File: src/design/sptf_pkg.sv
// ----------------------------------------------------------------------------
// sptf_pkg: shared types and constants of the sorted token prefix filter
// Opcodes of the request channel, field widths and the query entry layout.
// ----------------------------------------------------------------------------
`default_nettype none

package sptf_pkg;

    // field widths fixed by the request and result formats
    localparam int OPCODE_W = 2;
    localparam int ENTRY_W  = 6;
    localparam int TOKEN_W  = 16;
    localparam int QLEN_W   = 7;
    localparam int CNT_W    = 24;

    // request opcodes
    localparam logic [OPCODE_W-1:0] OP_LOAD  = 2'd0;
    localparam logic [OPCODE_W-1:0] OP_TOKEN = 2'd1;
    localparam logic [OPCODE_W-1:0] OP_END   = 2'd2;

    // one query position: expected token and divergence interval
    typedef struct packed {
        logic [TOKEN_W-1:0] token;
        logic [TOKEN_W-1:0] low;
        logic [TOKEN_W-1:0] high;
    } query_entry_t;

endpackage

`default_nettype wire

File: src/design/sptf_query_mem.sv
// ----------------------------------------------------------------------------
// sptf_query_mem: query entry memory
// One write port and one registered read port; a write to the address being
// read in the same cycle is forwarded to the read data.
// ----------------------------------------------------------------------------
`default_nettype none

module sptf_query_mem
    import sptf_pkg::*;
#(
    parameter int DEPTH  = 64,
    parameter int ADDR_W = 6
) (
    input  wire logic              aclk,
    input  wire logic              wr_en,
    input  wire logic [ADDR_W-1:0] wr_addr,
    input  wire query_entry_t      wr_entry,
    input  wire logic [ADDR_W-1:0] rd_addr,
    output query_entry_t           rd_entry
);

    query_entry_t mem_reg [DEPTH];
    query_entry_t rd_entry_reg;

    // write port
    always_ff @(posedge aclk) begin
        if (wr_en) begin
            mem_reg[wr_addr] <= wr_entry;
        end
    end

    // read port with write forwarding
    always_ff @(posedge aclk) begin
        if (wr_en && (wr_addr == rd_addr)) begin
            rd_entry_reg <= wr_entry;
        end else begin
            rd_entry_reg <= mem_reg[rd_addr];
        end
    end

    assign rd_entry = rd_entry_reg;

endmodule

`default_nettype wire

File: src/design/sorted_token_prefix_filter.sv
// ----------------------------------------------------------------------------
// sorted_token_prefix_filter: prefix query filter over token-coded documents
// Loads a tokenized query with per-position divergence intervals, then
// decides for every streamed document whether it begins with the query.
// ----------------------------------------------------------------------------
// Usage:
//   Request channel (s_*): opcode 0 loads a query entry, opcode 1 carries a
//   document token (s_doc_last on the final one), opcode 2 ends an empty or
//   open document, opcode 3 is dropped. Result channel (m_*): one result per
//   document end with its index, match flag and running match count.
//   cfg_wr_en/cfg_wr_data set the query length; write it only while idle.
// Timing:
//   A request is evaluated while it sits in the input register, against the
//   query entry at the current document position, read from the entry
//   memory ahead at the next position. Its result is valid the cycle after
//   the request is taken; one request every cycle but for a held document end.
// Reset and stall:
//   aresetn (synchronous, active low) clears position, verdict, counters and
//   query length; the entry memory keeps its contents. While m_ready is low
//   and a result waits, a request that ends a document holds in the input
//   register and s_ready drops; other requests keep flowing.
// ----------------------------------------------------------------------------
`default_nettype none

module sorted_token_prefix_filter
    import sptf_pkg::*;
#(
    parameter int MAX_QUERY_TOKENS = 64
) (
    input  wire logic                aclk,
    input  wire logic                aresetn,
    // configuration
    input  wire logic                cfg_wr_en,
    input  wire logic [QLEN_W-1:0]   cfg_wr_data,
    // request channel
    input  wire logic                s_valid,
    output logic                     s_ready,
    input  wire logic [OPCODE_W-1:0] s_opcode,
    input  wire logic [ENTRY_W-1:0]  s_entry_index,
    input  wire logic [TOKEN_W-1:0]  s_token_id,
    input  wire logic [TOKEN_W-1:0]  s_interval_low,
    input  wire logic [TOKEN_W-1:0]  s_interval_high,
    input  wire logic                s_doc_last,
    // result channel
    output logic                     m_valid,
    input  wire logic                m_ready,
    output logic [CNT_W-1:0]         m_document_index,
    output logic                     m_is_match,
    output logic [CNT_W-1:0]         m_matches_so_far
);

    localparam int ADDR_W = (MAX_QUERY_TOKENS > 1) ? $clog2(MAX_QUERY_TOKENS) : 1;
    localparam int POS_W  = $clog2(MAX_QUERY_TOKENS + 1);
    localparam int CMP_W  = (POS_W > QLEN_W) ? POS_W : QLEN_W;
    localparam int WIDE_W = ((ADDR_W > ENTRY_W) ? ADDR_W : ENTRY_W) + 1;

    // configuration register
    logic [QLEN_W-1:0] query_length_reg;

    always_ff @(posedge aclk) begin
        if (!aresetn) begin
            query_length_reg <= '0;
        end else if (cfg_wr_en) begin
            query_length_reg <= cfg_wr_data;
        end
    end

    // input register
    logic                in_valid_reg;
    logic [OPCODE_W-1:0] in_opcode_reg;
    logic [ENTRY_W-1:0]  in_index_reg;
    logic [TOKEN_W-1:0]  in_token_reg;
    logic [TOKEN_W-1:0]  in_low_reg;
    logic [TOKEN_W-1:0]  in_high_reg;
    logic                in_last_reg;

    logic out_valid_reg;
    logic in_finish;
    logic fire;

    assign in_finish = (in_opcode_reg == OP_END) ||
                       ((in_opcode_reg == OP_TOKEN) && in_last_reg);
    assign fire      = in_valid_reg && (!in_finish || !out_valid_reg || m_ready);
    assign s_ready   = aresetn && (!in_valid_reg || fire);

    always_ff @(posedge aclk) begin
        if (!aresetn) begin
            in_valid_reg <= 1'b0;
        end else if (s_valid && s_ready) begin
            in_valid_reg <= 1'b1;
        end else if (fire) begin
            in_valid_reg <= 1'b0;
        end
    end

    always_ff @(posedge aclk) begin
        if (s_valid && s_ready) begin
            in_opcode_reg <= s_opcode;
            in_index_reg  <= s_entry_index;
            in_token_reg  <= s_token_id;
            in_low_reg    <= s_interval_low;
            in_high_reg   <= s_interval_high;
            in_last_reg   <= s_doc_last;
        end
    end

    // document state
    logic [POS_W-1:0] doc_position_reg;
    logic [POS_W-1:0] doc_position_next;
    logic             verdict_known_reg;
    logic             verdict_known_next;
    logic             verdict_value_reg;
    logic             verdict_value_next;
    logic [CNT_W-1:0] document_counter_reg;
    logic [CNT_W-1:0] match_counter_reg;
    logic [CNT_W-1:0] match_counter_next;

    // query entry memory, read ahead at the next position
    logic              load_ok;
    logic              mem_wr_en;
    logic [WIDE_W-1:0] entry_wide;
    query_entry_t      wr_entry;
    query_entry_t      cur_entry;

    assign entry_wide = WIDE_W'(in_index_reg);
    assign load_ok    = entry_wide < WIDE_W'(MAX_QUERY_TOKENS);
    assign mem_wr_en  = fire && (in_opcode_reg == OP_LOAD) && load_ok;
    assign wr_entry   = '{token: in_token_reg, low: in_low_reg, high: in_high_reg};

    sptf_query_mem #(
        .DEPTH  (MAX_QUERY_TOKENS),
        .ADDR_W (ADDR_W)
    ) u_query_mem (
        .aclk     (aclk),
        .wr_en    (mem_wr_en),
        .wr_addr  (entry_wide[ADDR_W-1:0]),
        .wr_entry (wr_entry),
        .rd_addr  (doc_position_next[ADDR_W-1:0]),
        .rd_entry (cur_entry)
    );

    // effective query length and position compare
    logic [CMP_W-1:0]   qlen_ext;
    logic [CMP_W-1:0]   max_ext;
    logic [CMP_W-1:0]   eff_len;
    logic [CMP_W-1:0]   pos_ext;
    logic [TOKEN_W-1:0] offset;
    logic [TOKEN_W-1:0] span;
    logic               step_pos_ok;
    logic               done_match;

    assign qlen_ext = CMP_W'(query_length_reg);
    assign max_ext  = CMP_W'(MAX_QUERY_TOKENS);
    assign eff_len  = (qlen_ext > max_ext) ? max_ext : qlen_ext;
    assign pos_ext  = CMP_W'(doc_position_reg);
    assign offset   = in_token_reg - cur_entry.low;
    assign span     = cur_entry.high - cur_entry.low;

    // one token step, then an optional document end
    always_comb begin
        doc_position_next  = doc_position_reg;
        verdict_known_next = verdict_known_reg;
        verdict_value_next = verdict_value_reg;
        match_counter_next = match_counter_reg;
        step_pos_ok        = 1'b0;
        done_match         = 1'b0;
        if (fire && (in_opcode_reg == OP_TOKEN) && !verdict_known_reg) begin
            if ((pos_ext >= eff_len) || (pos_ext >= max_ext)) begin
                verdict_known_next = 1'b1;
                verdict_value_next = 1'b1;
            end else if (in_token_reg == cur_entry.token) begin
                doc_position_next = doc_position_reg + POS_W'(1);
            end else begin
                verdict_known_next = 1'b1;
                verdict_value_next = offset < span;
            end
        end
        step_pos_ok = CMP_W'(doc_position_next) >= eff_len;
        if (fire && in_finish) begin
            done_match         = verdict_known_next ? verdict_value_next : step_pos_ok;
            match_counter_next = match_counter_reg + CNT_W'(done_match);
            doc_position_next  = '0;
            verdict_known_next = 1'b0;
            verdict_value_next = 1'b0;
        end
    end

    always_ff @(posedge aclk) begin
        if (!aresetn) begin
            doc_position_reg     <= '0;
            verdict_known_reg    <= 1'b0;
            verdict_value_reg    <= 1'b0;
            document_counter_reg <= '0;
            match_counter_reg    <= '0;
        end else begin
            doc_position_reg  <= doc_position_next;
            verdict_known_reg <= verdict_known_next;
            verdict_value_reg <= verdict_value_next;
            match_counter_reg <= match_counter_next;
            if (fire && in_finish) begin
                document_counter_reg <= document_counter_reg + CNT_W'(1);
            end
        end
    end

    // result register
    logic [CNT_W-1:0] out_index_reg;
    logic             out_match_reg;
    logic [CNT_W-1:0] out_count_reg;

    always_ff @(posedge aclk) begin
        if (!aresetn) begin
            out_valid_reg <= 1'b0;
        end else if (fire && in_finish) begin
            out_valid_reg <= 1'b1;
        end else if (m_ready) begin
            out_valid_reg <= 1'b0;
        end
    end

    always_ff @(posedge aclk) begin
        if (fire && in_finish) begin
            out_index_reg <= document_counter_reg;
            out_match_reg <= done_match;
            out_count_reg <= match_counter_next;
        end
    end

    assign m_valid          = out_valid_reg;
    assign m_document_index = out_index_reg;
    assign m_is_match       = out_match_reg;
    assign m_matches_so_far = out_count_reg;

    // position never runs past the table
    assert property (@(posedge aclk) disable iff (!aresetn)
        doc_position_reg <= POS_W'(MAX_QUERY_TOKENS))
        else $error("document position beyond query table");

    // a document end clears the per-document state
    assert property (@(posedge aclk) disable iff (!aresetn)
        (fire && in_finish) |=> (doc_position_reg == '0) && !verdict_known_reg)
        else $error("document state not cleared at document end");

    // a new result carries the counters it was built from
    assert property (@(posedge aclk) disable iff (!aresetn)
        (fire && in_finish) |=> (m_matches_so_far == match_counter_reg) &&
            (m_document_index + CNT_W'(1) == document_counter_reg))
        else $error("result counters out of step with state");

    // a result only appears after a document end was evaluated
    assert property (@(posedge aclk) disable iff (!aresetn)
        $rose(m_valid) |-> $past(fire && in_finish))
        else $error("result without document end");

    // a stalled request channel means the input register is occupied
    assert property (@(posedge aclk) disable iff (!aresetn)
        !s_ready |-> (in_valid_reg && in_finish && out_valid_reg && !m_ready))
        else $error("request channel stalled without cause");

endmodule

`default_nettype wire
File: config.mk
export PLATFORM = sky130hd
export DESIGN_NAME = sorted_token_prefix_filter
export DESIGN_NICKNAME = d
export VERILOG_FILES = /design/src/design/sptf_pkg.sv /design/src/design/sptf_query_mem.sv /design/src/design/sorted_token_prefix_filter.sv
export SDC_FILE = /design/constraint.sdc
export NUM_CORES = 2
export LEC_CHECK = 0
export BUFFER_PORTS_ARGS = -buffer_cell sky130_fd_sc_hd__buf_2
export CORE_MARGIN = 4
export CORE_UTILIZATION = 30
export DETAILED_ROUTE_END_ITERATION = 7
export PLACE_DENSITY = 0.43
export SLEW_MARGIN = 20
export SYNTH_ARGS = -nofsm -noshare
export SYNTH_HDL_FRONTEND = slang
export SYNTH_SLANG_ARGS = --single-unit
File: constraint.sdc
create_clock -name aclk -period 9.9 [get_ports aclk]
set_clock_uncertainty 0.1 [all_clocks]
set_input_delay 2.475 -clock aclk [delete_from_list [all_inputs] [get_ports aclk]]
set_output_delay 2.475 -clock aclk [all_outputs]
set_load 0.01 [all_outputs]
# [Word-level counts from Yosys, hierarchy flattened]
# Memories as Yosys holds them, arrays and structs flattened. A register that Yosys moved wholly into a read port is not among the register bits.
# Cells that the tools add are included.
[word_totals] mem_count=1 regBits=172 input_bits=69 ramBits=3072 out_inout_bits=51
[op_classes] add_sub_neg=5 n_eq_ne=3 n_reduce_logical=22 n_mux=19 bitwise_logic=1 magnitude_cmp=6
[mem_list] memory="u_query_mem.mem_reg" depth=64 width=48 read_ports=1 rd_clocked_by_memory_dff=1 wr=1 line="sptf_query_mem.sv:22" source="query_entry_t mem_reg [DEPTH];"
[ops] op="subtractor 16 bit" count=2
[ops] op="two-way mux 7 bit" count=4
[ops] op="adder 24 x 1 -> 24 bit" count=1
[ops] op="adder 24 x 1 -> 24 bit (second input constant)" count=1
[ops] op="two-way mux 24 bit" count=1
[ops] op="== test 16 bit" count=1
[ops] op="less-than comparator 16 bit" count=1
[ops] op="greater-or-equal comparator 7 bit" count=2
[ops] op="two-way mux 1 bit" count=13
[ops] op="logical AND 1 bit" count=9
[ops] op="adder 7 x 1 -> 7 bit (second input constant)" count=1
[ops] op="greater-or-equal comparator 7 bit (second input constant)" count=1
[ops] op="greater-than comparator 7 bit (second input constant)" count=1
[ops] op="less-than comparator 6 x 7 -> 1 bit (second input constant)" count=1
[ops] op="two-way mux 6 bit" count=1
[ops] op="logical OR 1 bit" count=5
[ops] op="logical NOT 1 bit" count=4
[ops] op="nonzero test 2 bit" count=2
[ops] op="== test 2 x 1 -> 1 bit (second input constant)" count=1
[ops] op="== test 2 bit (second input constant)" count=1
[ops] op="logical NOT 2 bit" count=1
[ops] op="OR reduction 2 bit" count=1
[ops] op="NOT 1 bit" count=1

# [Depth between registers and ports, before layout]
[logic_depth] word_depth=14 depth_mapped=42 ltp_nobuf=32

# [Cells and area by module]
# From an unflattened synthesis, not the netlist that was laid out.
[unflattened] cells_unflattened=5682 area_unflattened_um2=124879.8
[modules_own_cells] mod="sptf_query_mem" area_per_inst_um2=116276.5 instances=1 cells_per_inst=4928
[modules_own_cells] mod="sorted_token_prefix_filter" area_per_inst_um2=8603.3 instances=1 cells_per_inst=754

# [Worst setup path before layout]
# Ideal clock, no wire load.
[synth_timing] path_kind="register to register" from="reg with a tool-made name" to="reg match_counter_reg[18]" required_ns=9.741 path_slack_ns=1.603 n_path_buf=10 arrival_ns=8.138 synth_period_minus_slack_ns=8.297 path_stages_with_launch=42 cell_sequence="dfxtp_1 > buf_6 > buf_8 > buf_12 > buf_6 > buf_6 > buf_6 > buf_6 > buf_4 > buf_2 > buf_2 > mux4_2 > mux4_2 > mux4_2 > inv_1 > ha_1 > inv_1 > fa_1 > [... 6 more ...] > o211ai_1 > a31o_2 > a21oi_1 > xor2_1 > ha_1 > and3_1 > and3_1 > a211oi_1 > a21oi_1 > o22ai_1 > ha_1 > ha_1 > nand2_1 > nor2_1 > nand2_1 > nor2_1 > xor2_1 > and2_1"
[synth_rtl] item="end signal: assignment" line="sorted_token_prefix_filter.sv:199" source="match_counter_reg <= match_counter_next;"
[synth_rtl] item="end: declaration" line="sorted_token_prefix_filter.sv:115" source="logic [CNT_W-1:0] match_counter_reg;"

==> impl_metrics.tcl <==
set metrics [dict create \
    status "finished clean" \
    worstHoldPathCells 0 \
    cp_num_cells 29 \
    power_frac_clock_pct 46.6 \
    power_frac_comb_pct 1.4 \
    use_met3_pct 2.076 \
    finalSetupViolCount 0 \
    final_cell_mix "edfxtp_1 (3,178), mux4_2 (897), clkbuf_16 (374)" \
    switching_share_pct 20.79 \
    period_minus_slack_ps 8408 \
    async_reset_ff_share_pct 0 \
    worst_pin_slew_ps 1130 \
    initial_utilization_pct 30.12 \
    avgViaCountPerCell 5.229 \
    holdBufCountCts 0 \
    fmax_mhz 118.9 \
    dp_hpwl_um 227100 \
    crit_type "flip-flop to flip-flop" \
    clock_latency_ps 970 \
    antenna_left 0 \
    total_power_mw 29.28 \
    synth_fp_nets 5581 \
    crit_buf_inv 2 \
    grt_max_degree 94 \
    yosysSeqAreaShare_pct 77.15 \
    ir_drop_v 0.0001379 \
    track_usage_pct 19.21 \
    synth_edf_count 3178 \
    holdCritPathClass "flip-flop to flip-flop" \
    post_cts_buffers 0 \
    maxCapViolations 0 \
    drc 0 \
    p_seq_share_pct 52.0 \
    rows 237 \
    grt_use_met2_pct 31.75 \
    cts_inserted_buffers 372 \
    dr.pass1.iters 6 \
    crit_top_cell "a21oi_1" \
    port_buffers 119 \
    timing.final.crit_share_pct 84.93 \
    synthCells 5446 \
    ys_ff_latch 3250 \
    cts.clk_slew.worst_paths_ps 60 \
    area_growth_pct 16.90 \
    cts_max_path_buffers 4 \
    grt_busiest_layer "met2" \
    synthesis.area_um2 125600 \
    drt_iter0_markers 7253 \
    h-tree-depth 5 \
    synth.distinct_cells 77 \
    reg2reg_slack_ps 1490 \
    maxSlewHeadroom_pct 24.64 \
    die_x_um 655.0 \
    grt_pass1_vias 62740 \
    grt_first_pass_wirelength_um 564700 \
    rr_worst_depth 29 \
    setup_tns_ps 0 \
    clock-root-buffer "clkbuf_16" \
    wl_per_cell_um 35.49 \
    start_kind "flip-flop" \
    synth.avg_cell_area_um2 23.06 \
    rsz0062_at_grt "false" \
    power_density_nw_per_um2 199.4 \
    hold_viol_final 0 \
    antenna_found_initial 29 \
    fin_nets 6102 \
    die_height_um 655.0 \
    gp_congestion 0.7653 \
    cp_slowest_cell "dfxtp_4" \
    final_common_cell "edfxtp_1" \
    p_switching_mw 6.085 \
    dieArea_um2 429000 \
    p_leak_nw 44.64 \
    ys_warn_count 0 \
    cp.required_ps 10680 \
    cp_top_family "compound AO/OA/AOI/OAI gates" \
    cts_resized 0 \
    core_um2 416900 \
    boundaryPins 120 \
    worstPathMaxFanout 43 \
    arrival_ps 9190 \
    use_met1_pct 27.23 \
    end_kind "flip-flop" \
    drive_gt1_share_pct 30.91 \
    cts_tree "yes" \
    num_vias 61530 \
    wl_um 417600 \
    cts_num_sinks 3250 \
    synth_ff_type "edfxtp_1" \
    grt-ovfl-total 0 \
    max_stage_delay_ps 880 \
    intPower_mw 23.19 \
    largest_reg_flops 3072 \
    finalHoldWorstSlack_ps 356.1 \
    slew_viol_final 0 \
]
## area by class of cell
class	count	area (um2)
fillers	38490	270100
flip-flops and latches	3250	96890
multi-input cells	1896	27710
clock buffers	446	9629
well taps	5497	6878
repair buffers	407	3176
clock inverters	228	2328
inverters	40	162.7
diodes	4	10.01
## final timing paths
| path | from | to |
|---|---|---|
| setup / recovery | flip-flop | match_counter_reg[20] |
| hold / removal | document_counter_reg[23] | m_document_index[23] |
| setup reg to reg | flip-flop | match_counter_reg[20] |
| hold reg to reg | document_counter_reg[23] | m_document_index[23] |
## Yosys cell counts (all sizes together), types with 13 or more instances
cell type	n	area share [%]
a21o	15	0.090
a21oi	40	0.16
a22o	13	0.091
a22oi	50	0.30
and2	48	0.24
and3	28	0.14
buf	157	0.76
clkbuf	103	0.31
dfxtp	72	1.1
edfxtp	3178	76
ha	64	0.64
inv	37	0.11
mux2i	98	0.78
mux4	899	16
nand2	109	0.33
nand2b	16	0.080
nand3	53	0.22
nand4	23	0.11
nor2	114	0.34
nor2b	33	0.16
nor3	18	0.072
o211ai	17	0.10
o21ai	30	0.12
or3	13	0.073
xnor2	65	0.46
xor2	26	0.18
## stage by stage
stage                     worst slack [ps]  utilization [%]  cells  cell area (um2)
after floorplan                       1603                -   5446           125600
after global placement                1401            32.29  11080           134600
after detailed placement              1497            32.33  11090           134800
after CTS                             1477            35.20  11760           146800
after global routing                 893.6            35.20  11770           146800
final                                 1492            35.21  11770           146800
## routing by layer
| metal | share of wire [%] | up-vias |
|---|---|---|
| met5 | 0 | - |
| met4 | 2.3 | 0 |
| met3 | 5.1 | 498 |
| met2 | 49 | 2076 |
| met1 | 44 | 34660 |
| li1 | - | 24300 |
## cell families after synthesis
group | synth area share, %
flops | 77.15
mux | 16.98
simple gates | 1.954
buf+inv | 1.185
compound gates | 1.420
xor+xnor | 0.6407
fa+ha+maj | 0.6696
## power by group through the flow
stage | combinational [mW] | sequential [mW] | clock, mW
6_report | 0.421 | 15.2 | 13.6
5_1_grt | 0.462 | 15.2 | 14.6
4_1_cts | 0.428 | 15.2 | 14.0
3_5_place_dp | 0.428 | 15.5 | 0
3_3_place_gp | 0.410 | 15.5 | 0
2_1_floorplan | 0.0847 | 15.6 | 0
(Power assumes the default switching activity.)
